==> src/hw/rtl/kfr_pkg.sv <==
`default_nettype none
// ----------------------------------------------------------------------------
// kfr_pkg
// Shared types and constants of the keyed frame receiver.
// ----------------------------------------------------------------------------
package kfr_pkg;

    localparam int unsigned MAX_PAYLOAD_DEF = 5;
    localparam int unsigned LEFT_W          = 3;
    localparam int unsigned QUEUE_DEPTH     = 2;

    localparam logic [7:0] HDR_B0 = 8'h4D;
    localparam logic [7:0] HDR_B1 = 8'h4A;
    localparam logic [7:0] HDR_B2 = 8'h58;
    localparam logic [7:0] CMD_1  = 8'h01;

    localparam logic [1:0] ERR_NONE    = 2'd0;
    localparam logic [1:0] ERR_BAD_CMD = 2'd1;
    localparam logic [1:0] ERR_BAD_LEN = 2'd2;

    typedef enum logic [2:0] {
        PH_HUNT = 3'd0,
        PH_H1   = 3'd1,
        PH_H2   = 3'd2,
        PH_CMD  = 3'd3,
        PH_LEN  = 3'd4,
        PH_KEY  = 3'd5,
        PH_DATA = 3'd6
    } t_phase;

    typedef enum logic [2:0] {
        OP_KEY     = 3'd0,
        OP_DATA    = 3'd1,
        OP_ERR_CMD = 3'd2,
        OP_ERR_LEN = 3'd3,
        OP_ZERO    = 3'd4
    } t_op;

    typedef struct packed {
        t_op        op;
        logic [7:0] data;
        logic       last;
    } t_req;

endpackage
`default_nettype wire

==> src/hw/rtl/kfr_front.sv <==
`default_nettype none
// ----------------------------------------------------------------------------
// kfr_front
// Header hunt and frame phase machine; turns bytes into back-end requests.
// ----------------------------------------------------------------------------
module kfr_front #(
    parameter int unsigned MAX_PAYLOAD = kfr_pkg::MAX_PAYLOAD_DEF
) (
    input  wire logic          i_clk,
    input  wire logic          i_rst_n,
    input  wire logic          i_accept,
    input  wire logic [7:0]    i_rx_byte,
    output kfr_pkg::t_req      o_req,
    output logic               o_push
);
    import kfr_pkg::*;

    localparam logic [7:0] MAX_LEN = 8'(MAX_PAYLOAD);

    t_phase             r_phase, n_phase;
    logic [LEFT_W-1:0]  r_left, n_left;
    logic [LEFT_W-1:0]  left_dec;
    logic               last;
    logic [7:0]         hunt_restart;

    assign left_dec = (r_left != '0) ? r_left - 1'b1 : r_left;
    assign last     = (left_dec == '0);
    assign hunt_restart = i_rx_byte;

    always_ff @(posedge i_clk) begin
        if (!i_rst_n) begin
            r_phase <= PH_HUNT;
            r_left  <= '0;
        end else begin
            r_phase <= n_phase;
            r_left  <= n_left;
        end
    end

    // next state
    always_comb begin
        n_phase = r_phase;
        n_left  = r_left;
        if (i_accept) begin
            unique case (r_phase)
                PH_H1: begin
                    if (i_rx_byte == HDR_B1) n_phase = PH_H2;
                    else n_phase = (hunt_restart == HDR_B0) ? PH_H1 : PH_HUNT;
                end
                PH_H2: begin
                    if (i_rx_byte == HDR_B2) n_phase = PH_CMD;
                    else n_phase = (hunt_restart == HDR_B0) ? PH_H1 : PH_HUNT;
                end
                PH_CMD: begin
                    n_phase = (i_rx_byte == CMD_1) ? PH_LEN : PH_HUNT;
                end
                PH_LEN: begin
                    if (i_rx_byte > MAX_LEN || i_rx_byte == 8'd0) begin
                        n_phase = PH_HUNT;
                    end else begin
                        n_left  = i_rx_byte[LEFT_W-1:0];
                        n_phase = PH_KEY;
                    end
                end
                PH_KEY, PH_DATA: begin
                    n_left  = left_dec;
                    n_phase = last ? PH_HUNT : PH_DATA;
                end
                default: begin
                    n_phase = (hunt_restart == HDR_B0) ? PH_H1 : PH_HUNT;
                end
            endcase
        end
    end

    // request generation
    always_comb begin
        o_push     = 1'b0;
        o_req.op   = OP_ZERO;
        o_req.data = i_rx_byte;
        o_req.last = last;
        if (i_accept) begin
            unique case (r_phase)
                PH_CMD: begin
                    if (i_rx_byte != CMD_1) begin
                        o_push   = 1'b1;
                        o_req.op = OP_ERR_CMD;
                    end
                end
                PH_LEN: begin
                    if (i_rx_byte > MAX_LEN) begin
                        o_push   = 1'b1;
                        o_req.op = OP_ERR_LEN;
                    end else if (i_rx_byte == 8'd0) begin
                        o_push   = 1'b1;
                        o_req.op = OP_ZERO;
                    end
                end
                PH_KEY: begin
                    o_push   = 1'b1;
                    o_req.op = OP_KEY;
                end
                PH_DATA: begin
                    o_push   = 1'b1;
                    o_req.op = OP_DATA;
                end
                default: begin
                    o_push = 1'b0;
                end
            endcase
        end
    end

endmodule
`default_nettype wire

==> src/hw/rtl/kfr_queue.sv <==
`default_nettype none
// ----------------------------------------------------------------------------
// kfr_queue
// Short request queue between front and back.
// ----------------------------------------------------------------------------
module kfr_queue (
    input  wire logic           i_clk,
    input  wire logic           i_rst_n,
    input  wire logic           i_push,
    input  kfr_pkg::t_req       i_req,
    input  wire logic           i_pop,
    output kfr_pkg::t_req       o_req,
    output logic                o_avail,
    output logic                o_full
);
    import kfr_pkg::*;

    localparam int unsigned PTR_W = (QUEUE_DEPTH > 1) ? $clog2(QUEUE_DEPTH) : 1;
    localparam int unsigned CNT_W = $clog2(QUEUE_DEPTH + 1);
    localparam logic [PTR_W-1:0] PTR_LAST = PTR_W'(QUEUE_DEPTH - 1);
    localparam logic [CNT_W-1:0] CNT_FULL = CNT_W'(QUEUE_DEPTH);

    t_req               r_mem [QUEUE_DEPTH];
    logic [PTR_W-1:0]   r_wr_ptr, r_rd_ptr;
    logic [CNT_W-1:0]   r_count;
    logic               do_push, do_pop;

    assign o_full  = (r_count == CNT_FULL);
    assign o_avail = (r_count != '0);
    assign o_req   = r_mem[r_rd_ptr];
    assign do_push = i_push && !o_full;
    assign do_pop  = i_pop && o_avail;

    always_ff @(posedge i_clk) begin
        if (do_push) r_mem[r_wr_ptr] <= i_req;
    end

    always_ff @(posedge i_clk) begin
        if (!i_rst_n) begin
            r_wr_ptr <= '0;
            r_rd_ptr <= '0;
            r_count  <= '0;
        end else begin
            if (do_push) r_wr_ptr <= (r_wr_ptr == PTR_LAST) ? '0 : r_wr_ptr + 1'b1;
            if (do_pop)  r_rd_ptr <= (r_rd_ptr == PTR_LAST) ? '0 : r_rd_ptr + 1'b1;
            if (do_push && !do_pop)      r_count <= r_count + 1'b1;
            else if (do_pop && !do_push) r_count <= r_count - 1'b1;
        end
    end

endmodule
`default_nettype wire

==> src/hw/rtl/kfr_back.sv <==
`default_nettype none
// ----------------------------------------------------------------------------
// kfr_back
// Executes requests: holds the key, descrambles, drives the output register.
// ----------------------------------------------------------------------------
module kfr_back (
    input  wire logic          i_clk,
    input  wire logic          i_rst_n,
    input  wire logic          i_avail,
    input  kfr_pkg::t_req      i_req,
    output logic               o_pop,
    input  wire logic          i_stall,
    output logic               o_valid,
    output logic [7:0]         o_out_byte,
    output logic               o_shift_valid,
    output logic               o_latch,
    output logic [1:0]         o_error_code
);
    import kfr_pkg::*;

    logic [7:0] r_key;
    logic [7:0] n_byte;
    logic       n_shift, n_latch;
    logic [1:0] n_err;

    assign o_pop = i_avail && (!o_valid || !i_stall);

    always_comb begin
        n_byte  = 8'd0;
        n_shift = 1'b0;
        n_latch = 1'b0;
        n_err   = ERR_NONE;
        unique case (i_req.op)
            OP_KEY: begin
                n_byte  = i_req.data;
                n_shift = 1'b1;
                n_latch = i_req.last;
            end
            OP_DATA: begin
                n_byte  = i_req.data - r_key;
                n_shift = 1'b1;
                n_latch = i_req.last;
            end
            OP_ERR_CMD: n_err = ERR_BAD_CMD;
            OP_ERR_LEN: n_err = ERR_BAD_LEN;
            OP_ZERO:    n_latch = 1'b1;
            default:    n_err = ERR_NONE;
        endcase
    end

    always_ff @(posedge i_clk) begin
        if (!i_rst_n) begin
            o_valid <= 1'b0;
            r_key   <= 8'd0;
        end else begin
            if (o_pop) begin
                o_valid <= 1'b1;
                if (i_req.op == OP_KEY) r_key <= i_req.data;
            end else if (!i_stall) begin
                o_valid <= 1'b0;
            end
        end
    end

    always_ff @(posedge i_clk) begin
        if (o_pop) begin
            o_out_byte    <= n_byte;
            o_shift_valid <= n_shift;
            o_latch       <= n_latch;
            o_error_code  <= n_err;
        end
    end

endmodule
`default_nettype wire

==> src/hw/rtl/keyed_frame_receiver_unit.sv <==
`default_nettype none
// ----------------------------------------------------------------------------
// keyed_frame_receiver_unit
// Byte-stream frame receiver feeding a shift chain.
//
// Input channel: i_valid / o_stall with i_rx_byte, one request per byte.
// Output channel: o_valid / i_stall with o_out_byte, o_shift_valid, o_latch
// and o_error_code. Only bytes that end a frame in error, a zero-length
// frame, the key and payload bytes produce an output request; header,
// command and length bytes are absorbed.
// Throughput: one byte per cycle while o_stall is low. A result is
// registered on its way to the output: the front phase machine writes
// a two-entry queue, the back end reads it into the output register.
// While the receiver stalls, the queue absorbs up to two results; o_stall
// rises once it is full, and bytes are taken only while it is
// not full.
// Reset clears the phase machine, the queue and the key; hunting starts
// with the first byte after reset.
// ----------------------------------------------------------------------------
module keyed_frame_receiver_unit #(
    parameter int unsigned MAX_PAYLOAD = kfr_pkg::MAX_PAYLOAD_DEF
) (
    input  wire logic          i_clk,
    input  wire logic          i_rst_n,
    input  wire logic          i_valid,
    output logic               o_stall,
    input  wire logic [7:0]    i_rx_byte,
    output logic               o_valid,
    input  wire logic          i_stall,
    output logic [7:0]         o_out_byte,
    output logic               o_shift_valid,
    output logic               o_latch,
    output logic [1:0]         o_error_code
);
    import kfr_pkg::*;

    t_req   front_req, head_req;
    logic   push, pop, avail, full, accept;

    assign o_stall = full;
    assign accept  = i_valid && !full;

    kfr_front #(
        .MAX_PAYLOAD (MAX_PAYLOAD)
    ) u_front (
        .i_clk     (i_clk),
        .i_rst_n   (i_rst_n),
        .i_accept  (accept),
        .i_rx_byte (i_rx_byte),
        .o_req     (front_req),
        .o_push    (push)
    );

    kfr_queue u_queue (
        .i_clk   (i_clk),
        .i_rst_n (i_rst_n),
        .i_push  (push),
        .i_req   (front_req),
        .i_pop   (pop),
        .o_req   (head_req),
        .o_avail (avail),
        .o_full  (full)
    );

    kfr_back u_back (
        .i_clk         (i_clk),
        .i_rst_n       (i_rst_n),
        .i_avail       (avail),
        .i_req         (head_req),
        .o_pop         (pop),
        .i_stall       (i_stall),
        .o_valid       (o_valid),
        .o_out_byte    (o_out_byte),
        .o_shift_valid (o_shift_valid),
        .o_latch       (o_latch),
        .o_error_code  (o_error_code)
    );

endmodule
`default_nettype wire
==> config.mk <==
export PLATFORM = sky130hd
export DESIGN_NAME = keyed_frame_receiver_unit
export DESIGN_NICKNAME = d
export VERILOG_FILES = /design/src/hw/rtl/kfr_pkg.sv /design/src/hw/rtl/kfr_front.sv /design/src/hw/rtl/kfr_queue.sv /design/src/hw/rtl/kfr_back.sv /design/src/hw/rtl/keyed_frame_receiver_unit.sv
export SDC_FILE = /design/constraint.sdc
export NUM_CORES = 1
export LEC_CHECK = 0
export BUFFER_PORTS_ARGS = -buffer_cell sky130_fd_sc_hd__buf_2
export CORE_UTILIZATION = 50
export CTS_CLUSTER_DIAMETER = 50
export DETAILED_ROUTE_END_ITERATION = 10
export PLACE_DENSITY = 0.69
export SYNTH_ARGS = -nofsm -noshare
export SYNTH_HDL_FRONTEND = slang
export SYNTH_SLANG_ARGS = --single-unit
export TNS_END_PERCENT = 5
==> constraint.sdc <==
create_clock -name i_clk -period 6.4 [get_ports i_clk]
set_input_delay 0.32 -clock i_clk [delete_from_list [all_inputs] [get_ports i_clk]]
set_output_delay 0.32 -clock i_clk [all_outputs]
set_load 0.02 [all_outputs]
=== After elaboration in Yosys (flattened, before gate mapping) ===
Memories as Yosys holds them, arrays and structs flattened. A register that Yosys moved wholly into a read port is not among the register bits.
Cells that the tools add are included.

* RAM bits: 24
* Bits in registers: 31
* Memories: 1
* Input bits: 12
* Logic and storage cells: 94

{| class="wikitable"
|+ Memories
! name !! words !! width !! rd ports !! clocked after Yosys merged registers in !! wr ports !! RTL line !! RTL
|-
| u_queue.r_mem || 2 || 12 || 1 || 1 || 1 || kfr_queue.sv:23 || <nowiki>t_req r_mem [QUEUE_DEPTH];</nowiki>
|}

* Mux-type cells: 33
* $add $sub $neg: 6
* Magnitude comparators: 1
* Equality and inequality tests: 18
* Reduce and logical (&&, ||, !) cells: 24

{| class="wikitable"
|+ Operator list
! kind !! number
|-
| 3-bit 2-to-1 mux || 10
|-
| 8-bit by 7-bit equality test with 1-bit output (second input constant) || 3
|-
| 8-bit one-hot mux with 2 select lines || 1
|-
| 3-bit one-hot mux with 5 select lines || 1
|-
| 1-bit 2-to-1 mux || 14
|-
| 3-bit by 2-bit equality test with 1-bit output (second input constant) || 4
|-
| 3-bit equality test (second input constant) || 4
|-
| 3-bit one-hot mux with 4 select lines || 1
|-
| 8-bit by 1-bit equality test with 1-bit output (second input constant) || 1
|-
| 8-bit by 3-bit greater-than comparator with 1-bit output (second input constant) || 1
|-
| 8-bit zero test || 1
|-
| 8-bit by 1-bit != test with 1-bit output (second input constant) || 1
|-
| 8-bit subtractor || 1
|-
| 3-bit by 1-bit equality test with 1-bit output (second input constant) || 2
|-
| 1-bit logical AND || 6
|-
| 3-bit zero test || 2
|-
| 3-bit one-hot mux with 2 select lines || 1
|-
| 2-bit nonzero test || 3
|-
| 1-bit zero test || 5
|-
| 2-bit 2-to-1 mux || 2
|-
| 2-bit one-hot mux with 2 select lines || 1
|-
| 2-bit OR reduction || 2
|-
| 1-bit one-hot mux with 3 select lines || 1
|-
| 3-bit AND reduction || 1
|-
| 11 further kinds || 13
|}

=== Logic depth before layout (Yosys ltp) ===
* Depth after elaboration: 10
* Depth in mapped cells: 11
* Gate-level depth less buffers: 9

=== Hierarchy ===
Synthesis repeated with hierarchy kept, for this count alone.

* Cells, all modules: 280
* Area total of the unflattened synthesis: 3124.2 sq um

{| class="wikitable"
|+ Modules (own cells, without submodules)
! module !! instances !! area an instance (sq um) !! seq. area each (sq um) !! cells an instance
|-
| kfr_back || 1 || 1204.9 || 540.5 || 112
|-
| kfr_queue || 1 || 1097.3 || 820.8 || 62
|-
| kfr_front || 1 || 808.3 || 120.1 || 105
|-
| keyed_frame_receiver_unit || 1 || 13.8 || 0.0 || 1
|}

=== Worst setup path before layout ===
OpenSTA, ideal clock, no wires.

* Path kind: register to register
* Start point: register with a tool-made name
* End point: register u_back.o_out_byte[6], data pin
* Arrival: 2610 ps
* Path slack: 3510 ps
* Stages on the path, launching flop included: 12
* Library setup time: 279 ps
* Buffers on the path: 2
* Path through: dfxtp_1 > clkbuf_1 > buf_1 > mux2i_1 > ha_1 > inv_1 > fa_1 > a21o_1 > a21oi_1 > o21ai_0 > mux2i_1 > o311ai_0

{| class="wikitable"
|+ RTL lines
! what !! RTL line !! RTL
|-
| end signal, assigned || kfr_back.sv:67 || <nowiki>o_out_byte <= n_byte;</nowiki>
|-
| end, declared || kfr_back.sv:14 || <nowiki>output logic [7:0] o_out_byte,</nowiki>
|}

==> metrics.txt <==
Post-Syn Instances 290; status complete, no violations; Worst R2R Path Depth 9; RePlAce Congestion 0.880; Die Area 6230 um^2; initial antenna violation count 0; vias 2183; via/cell ratio 5.68; DP Cell Count 376; Startpoint Class flip-flop; area share of the largest cell type after synthesis 0.365; CP Class reg2reg; commonest non-fill, non-tap cells in the layout 36 x edfxtp_1, 28 x nor2_1, 27 x nand2_1, 25 x buf_2, 23 x inv_1; GRT Overall Usage 0.200; CTS Buf Count 5; Post-Syn Nets 314; crit path capture type flip-flop; critical path arrival 2.97 ns; sequential area share after synthesis 0.501; fmax 343 MHz; layout cells sized above 1 0.147; largest cells by area after synthesis edfxtp_1 37%, dfxtp_1 14%, mux2i_1 5.4%, ha_1 4.7%, nor2_1 3.6%; Setup Viol. Count Final 0; Primary FF master, synth edfxtp_1; # resized after CTS 0; Residual DRC 0; Layout area overhead 9.18%; Post-CTS Setup Inserts 0; Distinct cells, synth 51; Worst Setup EP u_back.o_out_byte[6]; overall power 0.993 mW; Slew HR 0.286; first-pass GRT wire length 9580 um; final hold vios 0; area of the core 5610 um^2; R2R Setup Slk 3.48 ns; Yosys reg bits 56; n_diodes 0; Pins Over Slew Limit 0; clock sink count 56; Post-DRT Antenna Nets 0; Avg Cell Area, Syn 10.2 um^2; MaxCap Viol Count 0; Crit Path Max Fanout 16; H-tree Lvls 2; Final min period 2.92 ns; CTS tree done; post-DP HPWL 4170 um; Root Driver clkbuf_8; pin count of the biggest net entering global routing 20; r2r endpoint u_back.o_out_byte[6]; most common cell after layout, fill and taps aside edfxtp_1; Syn Std Cell Area 2960 um^2; Clock Path Buffers 2; clk slew on worst S/H paths 0.10 ns; final WL 5720 um; EDFF count, synth 36; min-delay worst type in2reg; Leakage 1.19 nW; Port Buf Inserts 25; row cnt 27; CP required 6.45 ns; clk_lat worst skew 0.31 ns; ys async rst share 0; pwr dens 307 nW/um^2; hold_buf cts 0; DRT iter0 DRCs 112; Setup Skew 0.00580 ns; Initial Utilization 0.527; cell type with the largest total area after synthesis edfxtp_1; TritonRoute pass-1 iters 4; Die Y-Extent 78.9 um; setup TNS 0 ns; IR drop worst, VDD 141 uV; die width 78.9 um; synth warn 0; final cycle utilization of the critical path 0.456; wire per inst 14.9 um; Slew @ Worst Pin 1.04 ns; RSZ-0062 raised after global routing false; I/O pin count 26; nets 335; Worst Hold Slack 0.232 ns; Final Non-Filler Cells 384; vias in the first global route 2093; total gr overflow 0
## per-layer routing
metal | GRT usage | share of wire
met1 | 0.232 | 0.44
met2 | 0.355 | 0.49
met3 | 0.0379 | 0.040
met4 | 0.0927 | 0.029
met5 | 0 | 0
## layout make-up
class / count / area [um^2]
Inverter: 23 / 86.3
Tap cell: 72 / 90.1
Timing Repair Buffer: 26 / 133
Clock inverter: 3 / 26.3
Sequential cell: 56 / 1480
Clock buffer: 5 / 68.8
Multi-Input combinational cell: 199 / 1340
Fill cell: 496 / 2380
## kinds of logic after synthesis
kind of cell,after synthesis,synth area share
compound gates,58,0.140
xor+xnor,6,0.0178
fa+ha+maj,12,0.0533
buf+inv,35,0.0448
flops,56,0.501
mux,19,0.0656
simple gates,104,0.178
## worst max-delay path: stages, from the launching register on
cell,delay (ns)
dfxtp_1,0.82
mux2i_1,0.36
ha_1,0.21
inv_1,0.06
fa_1,0.40
a21o_1,0.18
a21oi_1,0.20
o21ai_0,0.14
mux2i_1,0.16
o311ai_0,0.13
## power breakdown
group	leakage (nW)	internal [mW]	total (mW)	switching, mW
registers	0.496	0.445	0.483	0.0376
clock network	0.0491	0.0808	0.202	0.122
logic	0.650	0.117	0.308	0.191
## synth_stat cells, types with 3 or more instances
master    count
nor2_1       28
a21o_1        5
mux2_2        3
edfxtp_1     36
a211oi_1      9
o21a_1        3
a31oi_1       4
xor2_1        4
nand3_1       8
inv_1        23
or3_1         4
nor3_1        8
clkbuf_1     10
mux2i_1      16
nand2b_1      3
a21oi_1      10
dfxtp_1      20
or3b_2        3
nand2_1      27
o21ai_0       9
ha_1         11
nor2b_1       7
## registers in the layout (all words and copies together), names as in the netlist, named ones only
register              cells
u_front.r_phase           3
u_back.r_key              8
u_queue.r_rd_ptr          1
u_back.o_latch            1
u_back.o_shift_valid      1
u_queue.r_wr_ptr          1
u_queue.r_count           2
u_back.o_error_code       2
u_front.r_left            3
u_back.o_out_byte         8
u_back.o_valid            1
u_queue.r_mem            24
## worst min-delay path by stage
| stage | cells past startpoint | start | slack, ns | end |
|---|---|---|---|---|
| 6_report | 1 | i_rx_byte[5] | 0.23 | u_queue.r_mem[0][6] |
| 4_1_cts | 1 | i_rx_byte[5] | 0.22 | u_queue.r_mem[0][6] |
| 5_1_grt | 1 | i_rx_byte[5] | 0.23 | u_queue.r_mem[0][6] |
| 2_1_floorplan | 0 | i_rx_byte[0] | 0.42 | u_queue.r_mem[0][1] |
| 3_5_place_dp | 2 | u_back.r_key[4] | 0.48 | u_back.r_key[4] |
| 3_3_place_gp | 2 | u_back.o_valid | 0.46 | u_back.o_valid |
## per-stage QoR
step                utilization  area [um^2]  worst slack (ns)
finish                    0.576         3230              3.48
global route              0.576         3230              3.27
CTS                       0.576         3230              3.45
detailed placement        0.559         3130              3.47
global placement          0.559         3130              3.55
floorplan                     -         2960              3.51
(Power assumes the default switching activity.)
